File: src/sv/cdll_pkg.sv
// Types and codes shared by the circular doubly linked list engine.
// No dependencies.
package cdll_pkg;

    typedef enum logic [3:0] {
        OP_INS_FRONT  = 4'd0,
        OP_INS_BACK   = 4'd1,
        OP_INS_AFTER  = 4'd2,
        OP_INS_BEFORE = 4'd3,
        OP_DEL_FRONT  = 4'd4,
        OP_DEL_BACK   = 4'd5,
        OP_DEL_MATCH  = 4'd6,
        OP_DEL_AFTER  = 4'd7,
        OP_DEL_BEFORE = 4'd8,
        OP_COUNT      = 4'd9,
        OP_DUMP       = 4'd10
    } op_t;

    localparam logic [2:0] ST_OK         = 3'd0;
    localparam logic [2:0] ST_EMPTY      = 3'd1;
    localparam logic [2:0] ST_NOTFOUND   = 3'd2;
    localparam logic [2:0] ST_FULL       = 3'd3;
    localparam logic [2:0] ST_NONEIGHBOR = 3'd4;

    typedef struct packed {
        logic [3:0]         operation;
        logic signed [31:0] new_value;
        logic signed [31:0] key_value;
    } request_t;

    typedef struct packed {
        logic [2:0]         status;
        logic signed [31:0] item_value;
        logic [4:0]         node_count;
        logic               last;
    } result_t;

    typedef enum logic [2:0] {
        S_IDLE,
        S_SEARCH,
        S_LINK,
        S_UNLINK,
        S_DUMP,
        S_OUT
    } state_t;

endpackage

File: src/sv/circular_doubly_linked_list_engine_top.sv
// Circular doubly linked list engine, top level.
// Depends on cdll_pkg.
//
// Keeps a circular doubly linked list in a pool of CAPACITY nodes and runs one
// request at a time. Keyed requests walk the list from the head one node per
// cycle; a dump delivers one result per node per cycle (stalls permitting).
// Insert takes the lowest free slot; a full pool gives status pool full. The
// block is not ready while a request is in progress; a result sits in an
// output register and the next request is taken once it has gone.
module circular_doubly_linked_list_engine_top
    import cdll_pkg::*;
#(
    parameter int CAPACITY    = 16,
    parameter int VALUE_WIDTH = 32
) (
    input  logic     clk,
    input  logic     rst_n,
    input  logic     in_valid,
    output logic     in_stall,
    input  request_t in_data,
    output logic     out_valid,
    input  logic     out_stall,
    output result_t  out_data
);
    localparam int AW = (CAPACITY > 1) ? $clog2(CAPACITY) : 1;
    localparam int CW = $clog2(CAPACITY + 1);

    // node pool; entries read only when the slot is in use
    logic [VALUE_WIDTH-1:0] val_mem [CAPACITY];
    logic [AW-1:0]          nxt_mem [CAPACITY];
    logic [AW-1:0]          prv_mem [CAPACITY];

    state_t                 state_reg, state_next;
    logic [CAPACITY-1:0]    used_reg, used_next;
    logic [AW-1:0]          head_reg, head_next;
    logic [CW-1:0]          len_reg, len_next;
    op_t                    op_reg, op_next;
    logic [VALUE_WIDTH-1:0] nv_reg, nv_next, key_reg, key_next;
    logic [AW-1:0]          ptr_reg, ptr_next;     // walk position
    logic [CW-1:0]          cnt_reg, cnt_next;     // nodes visited
    logic [AW-1:0]          slot_reg, slot_next;   // free slot
    result_t                res_reg, res_next;
    logic                   ov_reg, ov_next;

    // memory write ports (a value port and four link ports, fixed roles)
    logic                   wv_en, wn_en, wp_en, wn2_en, wp2_en;
    logic [AW-1:0]          wv_a, wn_a, wp_a, wn2_a, wp2_a;
    logic [AW-1:0]          wn_d, wp_d, wn2_d, wp2_d;

    logic [AW-1:0]          free_idx;
    logic                   free_none;
    logic                   is_dump_last;

    always_comb
    begin
        free_idx  = '0;
        free_none = 1'b1;
        for (int i = CAPACITY - 1; i >= 0; i--)
        begin
            if (!used_reg[i])
            begin
                free_idx  = AW'(i);
                free_none = 1'b0;
            end
        end
    end

    function automatic logic [31:0] sx(input logic [VALUE_WIDTH-1:0] v);
        logic [63:0] w;
        w = 64'(signed'(v));
        return w[31:0];
    endfunction

    function automatic logic [VALUE_WIDTH-1:0] tr(input logic [31:0] v);
        logic [63:0] w;
        w = 64'(signed'(v));
        return w[VALUE_WIDTH-1:0];
    endfunction

    always_ff @(posedge clk)
    begin
        if (wv_en) val_mem[wv_a] <= nv_reg;
        if (wn_en) nxt_mem[wn_a] <= wn_d;
        if (wp_en) prv_mem[wp_a] <= wp_d;
        if (wn2_en) nxt_mem[wn2_a] <= wn2_d;
        if (wp2_en) prv_mem[wp2_a] <= wp2_d;
    end

    always_ff @(posedge clk or negedge rst_n)
    begin
        if (!rst_n)
        begin
            state_reg <= S_IDLE;
            used_reg  <= '0;
            head_reg  <= '0;
            len_reg   <= '0;
            ov_reg    <= 1'b0;
        end
        else
        begin
            state_reg <= state_next;
            used_reg  <= used_next;
            head_reg  <= head_next;
            len_reg   <= len_next;
            ov_reg    <= ov_next;
        end
    end

    always_ff @(posedge clk)
    begin
        op_reg   <= op_next;
        nv_reg   <= nv_next;
        key_reg  <= key_next;
        ptr_reg  <= ptr_next;
        cnt_reg  <= cnt_next;
        slot_reg <= slot_next;
        res_reg  <= res_next;
    end

    assign in_stall  = (state_reg != S_IDLE) || ov_reg;
    assign out_valid = ov_reg;
    assign out_data  = res_reg;
    assign is_dump_last = (CW'(cnt_reg + 1'b1) == len_reg);

    always_comb
    begin
        logic [AW-1:0] t, a, b;
        state_next = state_reg;
        used_next  = used_reg;
        head_next  = head_reg;
        len_next   = len_reg;
        op_next    = op_reg;
        nv_next    = nv_reg;
        key_next   = key_reg;
        ptr_next   = ptr_reg;
        cnt_next   = cnt_reg;
        slot_next  = slot_reg;
        res_next   = res_reg;
        ov_next    = ov_reg && out_stall;
        wv_en = 1'b0; wn_en = 1'b0; wp_en = 1'b0; wn2_en = 1'b0; wp2_en = 1'b0;
        wv_a = slot_reg; wn_a = '0; wp_a = '0; wn2_a = '0; wp2_a = '0;
        wn_d = '0; wp_d = '0; wn2_d = '0; wp2_d = '0;
        t = '0; a = '0; b = '0;

        case (state_reg)
            S_IDLE:
            begin
                if (in_valid && !in_stall)
                begin
                    op_next   = op_t'(in_data.operation);
                    nv_next   = tr(in_data.new_value);
                    key_next  = tr(in_data.key_value);
                    ptr_next  = head_reg;
                    cnt_next  = '0;
                    slot_next = free_idx;
                    res_next  = '{status: ST_OK, item_value: '0,
                                  node_count: 5'(len_reg), last: 1'b1};
                    state_next = S_OUT;
                    case (in_data.operation)
                        OP_INS_FRONT, OP_INS_BACK:
                        begin
                            if (free_none) res_next.status = ST_FULL;
                            else state_next = S_LINK;
                        end
                        OP_INS_AFTER, OP_INS_BEFORE:
                        begin
                            if (len_reg == '0) res_next.status = ST_EMPTY;
                            else if (free_none) res_next.status = ST_FULL;
                            else state_next = S_SEARCH;
                        end
                        OP_DEL_FRONT:
                        begin
                            if (len_reg == '0) res_next.status = ST_EMPTY;
                            else state_next = S_UNLINK;
                        end
                        OP_DEL_BACK:
                        begin
                            if (len_reg == '0) res_next.status = ST_EMPTY;
                            else
                            begin
                                ptr_next   = prv_mem[head_reg];
                                state_next = S_UNLINK;
                            end
                        end
                        OP_DEL_MATCH, OP_DEL_AFTER, OP_DEL_BEFORE:
                        begin
                            if (len_reg == '0) res_next.status = ST_EMPTY;
                            else state_next = S_SEARCH;
                        end
                        OP_DUMP:
                        begin
                            if (len_reg == '0) res_next.status = ST_EMPTY;
                            else state_next = S_DUMP;
                        end
                        default: ;
                    endcase
                end
            end

            S_SEARCH:
            begin
                if (cnt_reg == len_reg)
                begin
                    res_next.status = ST_NOTFOUND;
                    state_next = S_OUT;
                end
                else if (val_mem[ptr_reg] == key_reg)
                begin
                    case (op_reg)
                        OP_INS_AFTER, OP_INS_BEFORE, OP_DEL_MATCH:
                            state_next = (op_reg == OP_DEL_MATCH) ? S_UNLINK : S_LINK;
                        default:
                        begin
                            if (len_reg == CW'(1))
                            begin
                                res_next.status = ST_NONEIGHBOR;
                                state_next = S_OUT;
                            end
                            else
                            begin
                                ptr_next = (op_reg == OP_DEL_AFTER) ? nxt_mem[ptr_reg]
                                                                    : prv_mem[ptr_reg];
                                state_next = S_UNLINK;
                            end
                        end
                    endcase
                end
                else
                begin
                    ptr_next = nxt_mem[ptr_reg];
                    cnt_next = CW'(cnt_reg + 1'b1);
                end
            end

            S_LINK:
            begin
                // new node goes between a and b
                if (op_reg == OP_INS_AFTER)
                begin
                    a = ptr_reg; b = nxt_mem[ptr_reg];
                end
                else if (op_reg == OP_INS_BEFORE)
                begin
                    a = prv_mem[ptr_reg]; b = ptr_reg;
                end
                else
                begin
                    a = prv_mem[head_reg]; b = head_reg;
                end
                wv_en = 1'b1;
                used_next = used_reg | (CAPACITY'(1) << slot_reg);
                len_next  = CW'(len_reg + 1'b1);
                wn_en = 1'b1; wn_a = slot_reg;
                wp_en = 1'b1; wp_a = slot_reg;
                if (len_reg == '0)
                begin
                    wn_d = slot_reg; wp_d = slot_reg;
                    head_next = slot_reg;
                end
                else
                begin
                    wn_d = b; wp_d = a;
                    wn2_en = 1'b1; wn2_a = a; wn2_d = slot_reg;
                    wp2_en = 1'b1; wp2_a = b; wp2_d = slot_reg;
                    if (op_reg == OP_INS_FRONT ||
                        (op_reg == OP_INS_BEFORE && ptr_reg == head_reg))
                        head_next = slot_reg;
                end
                res_next.node_count = 5'(CW'(len_reg + 1'b1));
                state_next = S_OUT;
            end

            S_UNLINK:
            begin
                t = ptr_reg;
                a = prv_mem[t];
                b = nxt_mem[t];
                res_next.item_value = sx(val_mem[t]);
                used_next = used_reg & ~(CAPACITY'(1) << t);
                if (len_reg <= CW'(1))
                begin
                    len_next  = '0;
                    head_next = '0;
                end
                else
                begin
                    wn2_en = 1'b1; wn2_a = a; wn2_d = b;
                    wp2_en = 1'b1; wp2_a = b; wp2_d = a;
                    if (t == head_reg) head_next = b;
                    len_next = CW'(len_reg - 1'b1);
                end
                res_next.node_count = 5'((len_reg <= CW'(1)) ? '0 : CW'(len_reg - 1'b1));
                state_next = S_OUT;
            end

            S_DUMP:
            begin
                if (!ov_reg || !out_stall)
                begin
                    res_next = '{status: ST_OK, item_value: sx(val_mem[ptr_reg]),
                                 node_count: 5'(len_reg), last: is_dump_last};
                    ov_next  = 1'b1;
                    ptr_next = nxt_mem[ptr_reg];
                    cnt_next = CW'(cnt_reg + 1'b1);
                    if (is_dump_last) state_next = S_IDLE;
                end
            end

            S_OUT:
            begin
                ov_next    = 1'b1;
                state_next = S_IDLE;
            end

            default: state_next = S_IDLE;
        endcase
    end

endmodule

File: config.mk
export PLATFORM = sky130hd
export DESIGN_NAME = circular_doubly_linked_list_engine_top
export DESIGN_NICKNAME = d
export VERILOG_FILES = /design/src/sv/cdll_pkg.sv /design/src/sv/circular_doubly_linked_list_engine_top.sv
export SDC_FILE = /design/constraint.sdc
export NUM_CORES = 1
export LEC_CHECK = 0
export ABC_AREA = 0
export BUFFER_PORTS_ARGS = -buffer_cell sky130_fd_sc_hd__buf_2
export CORE_ASPECT_RATIO = 1.25
export CORE_UTILIZATION = 55
export CTS_CLUSTER_SIZE = 20
export DETAILED_ROUTE_END_ITERATION = 8
export PLACE_DENSITY_LB_ADDON = 0.1
export SLEW_MARGIN = 20
export SYNTH_ARGS = -nofsm -noshare
export SYNTH_HDL_FRONTEND = slang
export SYNTH_SLANG_ARGS = --single-unit
File: constraint.sdc
create_clock -name clk -period 4.4 [get_ports clk]
set_input_delay 0.44 -clock clk [delete_from_list [all_inputs] [get_ports clk]]
set_output_delay 0.44 -clock clk [all_outputs]
set_load 0.03 [all_outputs]
# Word-level counts from Yosys, hierarchy flattened
# Memory sizes are Yosys's and may differ from the RTL's. A register that Yosys moved wholly into a read port is not among the register bits.
# Index checks and enable logic that the tools add are counted.
[op_classes] n_addsub=3 order_cmp=1 eq_ne=35 n_shift=2 muxes=115 n_bitwise=3 reduce_logical=38
[op_table] cell="$mux W4" count=38
[op_table] cell="$pmux W32 S3" count=1
[op_table] cell="$mux W41" count=2
[op_table] cell="$mux W3" count=20
[op_table] cell="$pmux W4 S2" count=5
[op_table] cell="$eq A32 B32 Y1" count=1
[op_table] cell="$pmux W16 S2" count=1
[op_table] cell="$shl A1 B4 Y16 const A" count=2
[op_table] cell="$mux W1" count=28
[op_table] cell="$mux W5" count=5
[op_table] cell="$eq A4 B3 Y1 const B" count=6
[op_table] cell="$ne A3 B3 Y1 const B" count=7
[op_table] cell="$pmux W5 S4" count=1
[op_table] cell="$and A16 B16 Y16" count=1
[op_table] cell="$eq A4 B2 Y1 const B" count=4
[op_table] cell="$not A16 Y16" count=1
[op_table] cell="$or A16 B16 Y16" count=1
[op_table] cell="$pmux W3 S5" count=1
[op_table] cell="$pmux W5 S3" count=1
[op_table] cell="$pmux W3 S4" count=1
[op_table] cell="$pmux W4 S3" count=1
[op_table] cell="$reduce_and A3 Y1" count=4
[op_table] cell="$reduce_and A6 Y1" count=2
[op_table] cell="$add A5 B1 Y5 const B" count=2
[op_table] cell="other kinds (32)" count=61
[totals] regBits=151 mem_bits_rw=640 inputBits=72 out_inout_bits=43 elab_cells=218 n_memories=3
[memory_table] memory="val_mem" depth=16 width=32 rd=1 rd_ports_with_merged_regs=1 wr=1 line="circular_doubly_linked_list_engine_top.sv:29" text="logic [VALUE_WIDTH-1:0] val_mem [CAPACITY];"
[memory_table] memory="nxt_mem" depth=16 width=4 rd=1 rd_ports_with_merged_regs=1 wr=2 line="circular_doubly_linked_list_engine_top.sv:30" text="logic [AW-1:0] nxt_mem [CAPACITY];"
[memory_table] memory="prv_mem" depth=16 width=4 rd=2 rd_ports_with_merged_regs=1 wr=2 line="circular_doubly_linked_list_engine_top.sv:31" text="logic [AW-1:0] prv_mem [CAPACITY];"

# Depth between registers and ports, before layout
# Gate-level depths: netlist of run 1.
[depth] ltp_word=21 depth_mapped=15

# Least setup slack after synthesis of run 1
# No wires, ideal clock.
[synth_path] path_type="flip-flop to flip-flop" from="register state_reg[1]" to="memory nxt_mem[1][0] (netlist bit), enable pin" setup_ns=0.308 arrival_ns=4.027 required_time_ns=4.092 path_slack_ns=0.064 stages_incl_launch_ff=8 period_less_slack_ns=4.336 path_cell_list="dfrtp_1 > clkbuf_1 > nor2b_1 > nand2b_1 > nor2_1 > nand2_1 > nor3_1 > or2_2"
[synth_rtl] item="start, declared" line="circular_doubly_linked_list_engine_top.sv:33" text="state_t state_reg, state_next;"
[synth_rtl] item="start signal, assigned" line="circular_doubly_linked_list_engine_top.sv:101" text="state_reg <= state_next;"
[synth_rtl] item="end, declared" line="circular_doubly_linked_list_engine_top.sv:30"

==> flow_summary.toml, run 1 <==
[outcome]
status = "completed"

[grt]
grt_pass1_vias = 19900
grt_pass1_wl_microns = 131000
grt_max_degree = 37
antenna_found_initial = 0
grt.overflow.total = 0
grt_use_total = 0.291

[place]
place_hpwl_microns = 57300
gp_congestion = 0.915
io_buffers = 114
dpl_worst_slack_ps = 188

[sta]
setup_viol_count_final = 0
period_needed_ps = 4190
tightest_slew_ps = 1000
final.setup.tns_ps = 0
fin_crit_sh = 0.952
slew_headroom = 0.332
report.final.slew_viol_count = 0
worst_slack_ps = 210
finalHoldViolCount = 0
fmax_mhz = 239
clock_skew_ps = 15.5
rsz0062_at_grt = "no"

[route]
first_pass_iters = 7
vias = 19500
routed-wl-met2_microns = 47100
final_antenna_net_count = 0
viasPerCell = 6.20
top_layer = "met4"
wl_met3_microns = 5180
wl_per_cell_microns = 28.9
first_iter_violations = 1739
route.detailed.drc = 0
drt_wl_total_microns = 90800
m1WireLength_microns = 35000

[final_layout]
insertedDiodeCount = 0
layout_common_cells = "edfxtp_1 (762), mux2i_1 (214), mux4_2 (166)"
largest_reg_flops = 512
reg_top3 = "val_mem: 512 flops, nxt_mem: 64 flops, prv_mem: 64 flops"
final_common_cell = "edfxtp_1"
regMostFlops = "val_mem"
area_delta_synth_final_pct = 15.2
nets = 2323
drive_gt1_frac = 0.239

[yosys]
synth_edf_count = 762
yosys.area.top_type_share = 0.667
syn-num-nets = 2075
ys_warn_count = 0
synth-seq-area-share = 0.691
async_reset_ff_frac = 0.0365
syn_area_sq_um = 34300
synth-main-ff-cell = "edfxtp_1"
synth_area_leaders = "edfxtp_1 (67%), mux4_2 (11%), mux2i_1 (6.2%), dfrtp_1 (2.1%), nand2_1 (1.5%)"
syn_inst = 1999
synth_seq_cells = 795
synth_area_per_cell_sq_um = 17.2
ys_types = 66
synth_top_area_cell = "edfxtp_1"

[power]
power.leakage_uw = 0.0142
power_density_nw_per_um2 = 619
peakVddDrop_v = 0.000297

[worst_setup_path]
arrival_ps = 4500
cp.required_ps = 4710
cp-end-kind = "flip-flop"
crit_path_max_fanout = 30
path_class = "reg2reg"
worst_setup_path_start_kind = "flip-flop"

[die]
ioPinCount = 115
start_util = 0.555
core_area_sq_um = 61800
die_w_microns = 225
die_area_sq_um = 63400
die_y_microns = 281
num_rows = 102

[clock_network]
clockBufferDepth = 3
post-cts-setup-buffer-count = 0
cts_tree = "built"
clk_pin_slew_worst_paths_ps = 60
clock_latency_ps = 640
numCtsBuffers = 79
h-tree-depth = 3
cts-root-buf = "clkbuf_16"
clkSinkCount = 795

[hold_path]
min-delay-path-class = "in2reg"

[run]
cap_violations = 0
final cells by class:
type                       count  area [sq um]
clock buffer                 106          2130
timing repair buffer         285          2220
sequential                   795         23700
inverter                      27           101
clock inverter                38           388
tap                          832          1040
multi-input combinational   1059          9940
fill                        4421         22200
routing by layer:
layer | GRT usage | up-vias
met5 | 0 | -
met4 | 0.123 | 0
met3 | 0.0330 | 170
met2 | 0.504 | 782
met1 | 0.374 | 10200
li1 | - | 8390
power breakdown:
group          switching, uW  internal (uW)
clock                   2830           3780
sequential               804           9200
combinational           4520           3320
cell usage after synthesis, types with 12 or more instances:
master	n
xor2_1	28
inv_1	25
mux2_2	12
dfrtp_1	29
a21oi_1	36
mux4_2	166
and3_1	17
clkbuf_1	66
nor3_1	23
buf_6	13
o21ai_0	31
nor2_1	102
a211oi_1	37
xnor2_1	47
mux2i_1	214
nor2b_1	17
buf_2	22
and2_1	27
edfxtp_1	762
nand2b_1	19
nand2_1	139
nand3_1	19
a31oi_1	16
worst paths after layout:
kind	start	endpoint	slack, ps	cells after the start
worst max-delay path	flip-flop	out_data[39]$_DFFE_PP_	210	12
worst min-delay path	in_data[26]	key_reg[26]$_DFFE_PP_	30	1
worst max register to register	flip-flop	out_data[39]$_DFFE_PP_	210	12
worst min register to register	used_reg[3]$_DFFE_PN0N_	used_reg[3]$_DFFE_PN0N_	550	2
max in group asynchronous	rst_n	head_reg[2]$_DFFE_PN0P_	3530	2
min in group asynchronous	rst_n	len_reg[2]$_DFFE_PN0N_	390	2
repair_timing:
item,in CTS,in global routing
hold buffers,55,0
resized for setup,0,1
setup endpoints to repair,0,12
hold endpoints to repair,83,0
critical path: stages, from the launching register on:
cell and delay (ps):
dfxtp_4 590, buf_12 300, mux4_2 370, mux2i_4 170
xnor2_1 150, a2111oi_1 540, buf_4 210, a41oi_1 200
a2111oi_4 380, buf_4 190, nand3_1 250, o21a_1 270
o21ai_1 230
metrics by stage:
stage / instances / cell area, sq um / hold WS [ps] / util / power [uW]
floorplan: 1999 / 34300 / 144 / - / 15300
CTS: 3142 / 39500 / 2.93 / 0.640 / 24600
global route: 3142 / 39500 / 13.3 / 0.640 / 25400
global placement: 2943 / 36400 / 510 / 0.590 / 17900
detailed placement: 2943 / 36400 / 528 / 0.590 / 18000
finish: 3142 / 39500 / 27.7 / 0.640 / 24500
cells by family after synthesis:
logic type | synth area share
AOI/OAI and AO/OA | 0.0376
xor gates and xnor gates | 0.0192
adders and majority gates | 0.00146
buffers and inverters | 0.0206
DFF | 0.691
muxes | 0.176
and+or+nand+nor | 0.0540
Power figures use the tool's default switching activity.
==> inputs of run 2 (changes only) <==
Clock period 4.4 ns to 5.35 ns, I/O delays scaled along.
==> flow_summary.toml, run 2 (synthesis gave the netlist of run 1 again) <==
[outcome]
status = "completed"

[route]
first_iter_violations = 1963
first_pass_iters = 5
wl_per_cell_microns = 29.5
route.detailed.drc = 0
viasPerCell = 6.33
routed-wl-met2_microns = 46400
vias = 19200
wl_met3_microns = 4960
drt_wl_total_microns = 89500
final_antenna_net_count = 0
m1WireLength_microns = 34900
top_layer = "met4"

[sta]
setup_viol_count_final = 0
fmax_mhz = 222
report.final.slew_viol_count = 0
final.setup.tns_ps = 0
finalHoldViolCount = 0
slew_headroom = 0.223
rsz0062_at_grt = "no"
hold_ws_ps = 81.9
period_needed_ps = 4510
clock_skew_ps = 24.4
fin_crit_sh = 0.843
tightest_slew_ps = 1170

[final_layout]
layout_common_cells = "edfxtp_1 (762), mux2i_1 (214), mux4_2 (166)"
final_common_cell = "edfxtp_1"
reg_top3 = "val_mem: 512 flops, nxt_mem: 64 flops, prv_mem: 64 flops"
area_delta_synth_final_pct = 11.7
nets = 2215
insertedDiodeCount = 0
regMostFlops = "val_mem"
drive_gt1_frac = 0.230
largest_reg_flops = 512

[clock_network]
numCtsBuffers = 79
post_cts_resized = 0
post-cts-setup-buffer-count = 0
h-tree-depth = 3
cts_tree = "built"
clk_pin_slew_worst_paths_ps = 60
clkSinkCount = 795
cts-root-buf = "clkbuf_16"
holdBufCountCts = 1
clockBufferDepth = 3
clock_latency_ps = 620

[worst_setup_path]
r2r_end = "prv_mem[12][0]$_DFFE_PP_"
worst_setup_path_start_kind = "flip-flop"
path_class = "reg2reg"
slowest_delay_ps = 780
worstRegToRegCells = 9
cp-end-kind = "flip-flop"
cp.required_ps = 5660
crit_end = "prv_mem[12][0]$_DFFE_PP_"
path_buf_inv = 1
crit_path_max_fanout = 36
arrival_ps = 4810
cp_common_cell = "mux4_2"
ff2ff_setup_slack_ps = 840
cpLargestDelayFamily = "simple AND/OR/NAND/NOR gates"
slowest_stage = "dfxtp_4"
path_cells = "buf_4 -> mux4_2 -> mux4_2 -> mux2i_1 -> a211oi_1 -> or2_1 -> nor3_1 -> and2_1 -> nand2b_1"
cp.depth = 9

[grt]
antenna_found_initial = 0
grt_max_degree = 52
grt.overflow.total = 0
grt_use_total = 0.289
grt_pass1_wl_microns = 130000
grt_pass1_vias = 19700

[hold_path]
min-delay-path-class = "in2reg"

[die]
core_area_sq_um = 61800
start_util = 0.555
die_area_sq_um = 63400
ioPinCount = 115
die_y_microns = 281
num_rows = 102
die_w_microns = 225

[place]
gp_congestion = 0.909
io_buffers = 114
place_hpwl_microns = 57400

[power]
peakVddDrop_v = 0.000251
power.leakage_uw = 0.0136
power_density_nw_per_um2 = 513

[run]
cap_violations = 0
-- run 2: area by class of cell --
cell class,count,area [sq um]
inverters,27,106
clock inverters,35,263
fillers,4565,23500
multi-input cells,1059,9990
well taps,832,1040
clock buffers,106,2120
repair buffers,177,1100
flip-flops and latches,795,23700
-- run 2: worst min path at each step --
| stage | start | end | slack [ps] | depth (start not counted) |
|---|---|---|---|---|
| after floorplan | rst_n | head_reg[0]$_DFFE_PN0P_ | 240 | 0 |
| after global placement | used_reg[3]$_DFFE_PN0N_ | used_reg[3]$_DFFE_PN0N_ | 520 | 2 |
| after CTS | in_data[20] | key_reg[20]$_DFFE_PP_ | 50 | 1 |
| after detailed placement | used_reg[3]$_DFFE_PN0N_ | used_reg[3]$_DFFE_PN0N_ | 530 | 2 |
| final | in_data[20] | key_reg[20]$_DFFE_PP_ | 80 | 1 |
| after global routing | in_data[7] | key_reg[7]$_DFFE_PP_ | 70 | 1 |
-- run 2: where the power goes --
| part | total [uW] | internal (uW) | switching (uW) |
|---|---|---|---|
| logic | 6060 | 2510 | 3540 |
| clock network | 5250 | 2930 | 2310 |
| registers | 8340 | 7570 | 776 |
-- run 2: worst reg2reg max path, cell delays in order (launching register included) --
cell and delay, ps:
dfxtp_4 780, buf_4 460, mux4_2 560, mux4_2 590, mux2i_1 170, a211oi_1 120
or2_1 310, nor3_1 600, and2_1 370, nand2b_1 240
-- run 2: layer usage --
| metal | vias to the layer above | GRT usage |
|---|---|---|
| met3 | 163 | 0.0357 |
| met4 | 0 | 0.114 |
| met5 | - | 0 |
| li1 | 8196 | - |
| met1 | 10000 | 0.372 |
| met2 | 770 | 0.500 |
-- run 2: through the flow --
stage | setup WS [ps] | util | cell area [sq um] | cells | total power, uW
2_1_floorplan | 1010 | - | 34300 | 1999 | 12600
3_3_place_gp | 927 | 0.582 | 35900 | 2889 | 14500
3_5_place_dp | 857 | 0.582 | 35900 | 2889 | 14500
4_1_cts | 833 | 0.620 | 38300 | 3031 | 19700
5_1_grt | 640 | 0.620 | 38300 | 3031 | 20400
6_report | 841 | 0.620 | 38300 | 3031 | 19600
==> inputs of run 3 (changes only) <==
Settings changed: ABC_AREA 0 to 1.
Clock period 5.35 ns to 3.75 ns, I/O delays scaled along.
==> flow_summary.toml, run 3 <==
[outcome]
status = "completed"

[worst_setup_path]
ff2ff_setup_slack_ps = 270
cp.required_ps = 4020
worstRegToRegCells = 16
worst_setup_path_start_kind = "flip-flop"
arrival_ps = 3750
cp_common_cell = "nand2_1"
path_cells = "buf_12 -> buf_4 -> nor2_1 -> nor2_1 -> o21ai_0 -> nand3_1 -> nand3_1 -> nand2_1 -> nand2_1 -> nand2_1 -> nand2_1 -> nor2_1 -> nand2_1 -> nor2_4 -> nand2_2 -> a21oi_1"
r2r_end = "out_data[38]$_DFFE_PP_"
cp-end-kind = "flip-flop"
slowest_stage = "buf_4"
crit_path_max_fanout = 74
path_class = "reg2reg"
slowest_delay_ps = 470

[sta]
clock_skew_ps = 26.0
rsz0062_at_grt = "no"
report.final.slew_viol_count = 0
finalHoldViolCount = 0
hold_ws_ps = 45.0
slew_headroom = 0.423
period_needed_ps = 3480
final.setup.tns_ps = 0
tightest_slew_ps = 865
setup_viol_count_final = 0
fmax_mhz = 288
fin_crit_sh = 0.928

[place]
io_buffers = 114
gp_congestion = 0.967
place_hpwl_microns = 66900
placed_cell_area_sq_um = 38200
dpl.cell_count = 4467

[hold_path]
whs_path_depth = 1
min_to = "key_reg[20]$_DFFE_PP_"
min-delay-path-class = "in2reg"
hp-start = "in_data[20]"

[clock_network]
cts-root-buf = "clkbuf_16"
numCtsBuffers = 81
clk_pin_slew_worst_paths_ps = 60
post_cts_resized = 0
clkSinkCount = 795
clockBufferDepth = 3
clock_latency_ps = 620
h-tree-depth = 3
holdBufCountCts = 66
cts_tree = "built"
post-cts-setup-buffer-count = 0

[yosys]
ys_warn_count = 0
synth_commonest_cells = "nand2_1 (1,054), edfxtp_1 (762), nand3_1 (359)"
syn_inst = 3538
ys_types = 50
yosys.cell_count.top_type = "nand2_1"
yosys.area.top_type_share = 0.635
synth_edf_count = 762
synth_area_leaders = "edfxtp_1 (64%), nand2_1 (11%), nand3_1 (5.0%), inv_1 (3.4%), o21ai_0 (3.0%)"
synth-main-ff-cell = "edfxtp_1"
synth-seq-area-share = 0.657
syn_area_sq_um = 36000
async_reset_ff_frac = 0.0365
synth_top_area_cell = "edfxtp_1"
syn-num-nets = 3614
synth_area_per_cell_sq_um = 10.2
synth_seq_cells = 795

[final_layout]
reg_top3 = "val_mem: 512 flops, nxt_mem: 64 flops, prv_mem: 64 flops"
drive_gt1_frac = 0.116
fin_util = 0.641
regMostFlops = "val_mem"
layout_common_cells = "nand2_1 (1,053), edfxtp_1 (762), nand3_1 (359)"
fill_cells = 5107
nets = 3844
final_common_cell = "nand2_1"
area_delta_synth_final_pct = 14.8
final_cell_area_sq_um = 41400
final_cell_count_no_fill = 4679
largest_reg_flops = 512
insertedDiodeCount = 0

[grt]
antenna_found_initial = 1
grt_pass1_wl_microns = 159000
grt_use_total = 0.323
grt_max_degree = 95
grt_pass1_vias = 26500
grt.overflow.total = 0

[route]
wl_per_cell_microns = 22.8
drt_wl_total_microns = 107000
first_iter_violations = 3137
first_pass_iters = 6
route.detailed.drc = 0
vias = 27200
viasPerCell = 5.82
final_antenna_net_count = 0

[die]
core_area_sq_um = 64500
num_rows = 104
die_w_microns = 231
die_y_microns = 288
die_area_sq_um = 66500
start_util = 0.558
ioPinCount = 115

[power]
power_density_nw_per_um2 = 731
peakVddDrop_v = 0.000621
power.leakage_uw = 0.0163

[run]
cap_violations = 0
## run 3: changes by cell type in the layout (fill, tap and decap cells not counted), sizes merged, moves of 40 or more
cell         before   now
nand2           139  1066
dlygate4sd3       1    66
nand3            19   363
xnor2            47     7
o21ai            35   300
mux4            166     0
o211ai            5    66
a21oi            36    94
inv              31   338
nor2            102   237
mux2i           216     0
buf             176   254
## run 3: area by class of cell
| class | instances | area, sq um | share of cell area |
|---|---|---|---|
| clock inverters | 43 | 370 | 0.00895 |
| multi-input cells | 2233 | 10200 | 0.247 |
| clock buffers | 103 | 2150 | 0.0520 |
| inverters | 337 | 1270 | 0.0308 |
| well taps | 848 | 1060 | 0.0256 |
| repair buffers | 320 | 2590 | 0.0627 |
| flip-flops and latches | 795 | 23700 | 0.573 |
## run 3: report_power, final
group	total, uW	internal (uW)	leakage (uW)	switching (uW)
Combinational	10800	3140	0.00778	7630
Sequential	11600	10900	0.00734	737
Clock	7810	4470	0.00122	3350
Total	30200	18500	0.0163	11700
## run 3: per-stage QoR
step                      total power (uW)  setup WS [ps]
after floorplan                      18700            185
after global placement               22100            400
after detailed placement             22300            316
after CTS                            30200            311
after global routing                 31700           23.2
final                                30200            272
## run 3: critical path, delay by kind of cell (launching register included)
kind	cells	cell delay, ps
AOI/OAI and AO/OA	2	410
buffers and inverters	2	780
DFF	1	430
and+or+nand+nor	12	1460
## run 3: logic make-up after synthesis
kind of cell	after synthesis	share of synthesized area
buffers and inverters	510	0.0606
adders and majority gates	4	0.00139
AOI/OAI and AO/OA	503	0.0784
DFF	795	0.657
xor gates and xnor gates	20	0.00486
and+or+nand+nor	1706	0.197
## run 3: how the worst max path moves through the flow
stage | from | endpoint | cells past startpoint
after floorplan | state_reg[1]$_DFFE_PN0P_ | ptr_reg[0]$_DFFE_PP_ | 11
after global placement | flip-flop | out_data[39]$_DFFE_PP_ | 16
after detailed placement | flip-flop | out_data[38]$_DFFE_PP_ | 16
after CTS | flip-flop | out_data[38]$_DFFE_PP_ | 16
after global routing | state_reg[2]$_DFFE_PN0P_ | nxt_mem[15][3]$_DFFE_PP_ | 10
final | flip-flop | out_data[38]$_DFFE_PP_ | 16
## run 3: per-layer routing
| layer | up-vias | global-route usage | part of all wire |
|---|---|---|---|
| li1 | 12500 | - | - |
| met1 | 13100 | 0.399 | 0.38 |
| met2 | 1248 | 0.545 | 0.49 |
| met3 | 309 | 0.0354 | 0.066 |
| met4 | 0 | 0.203 | 0.063 |
| met5 | - | 0 | 0 |
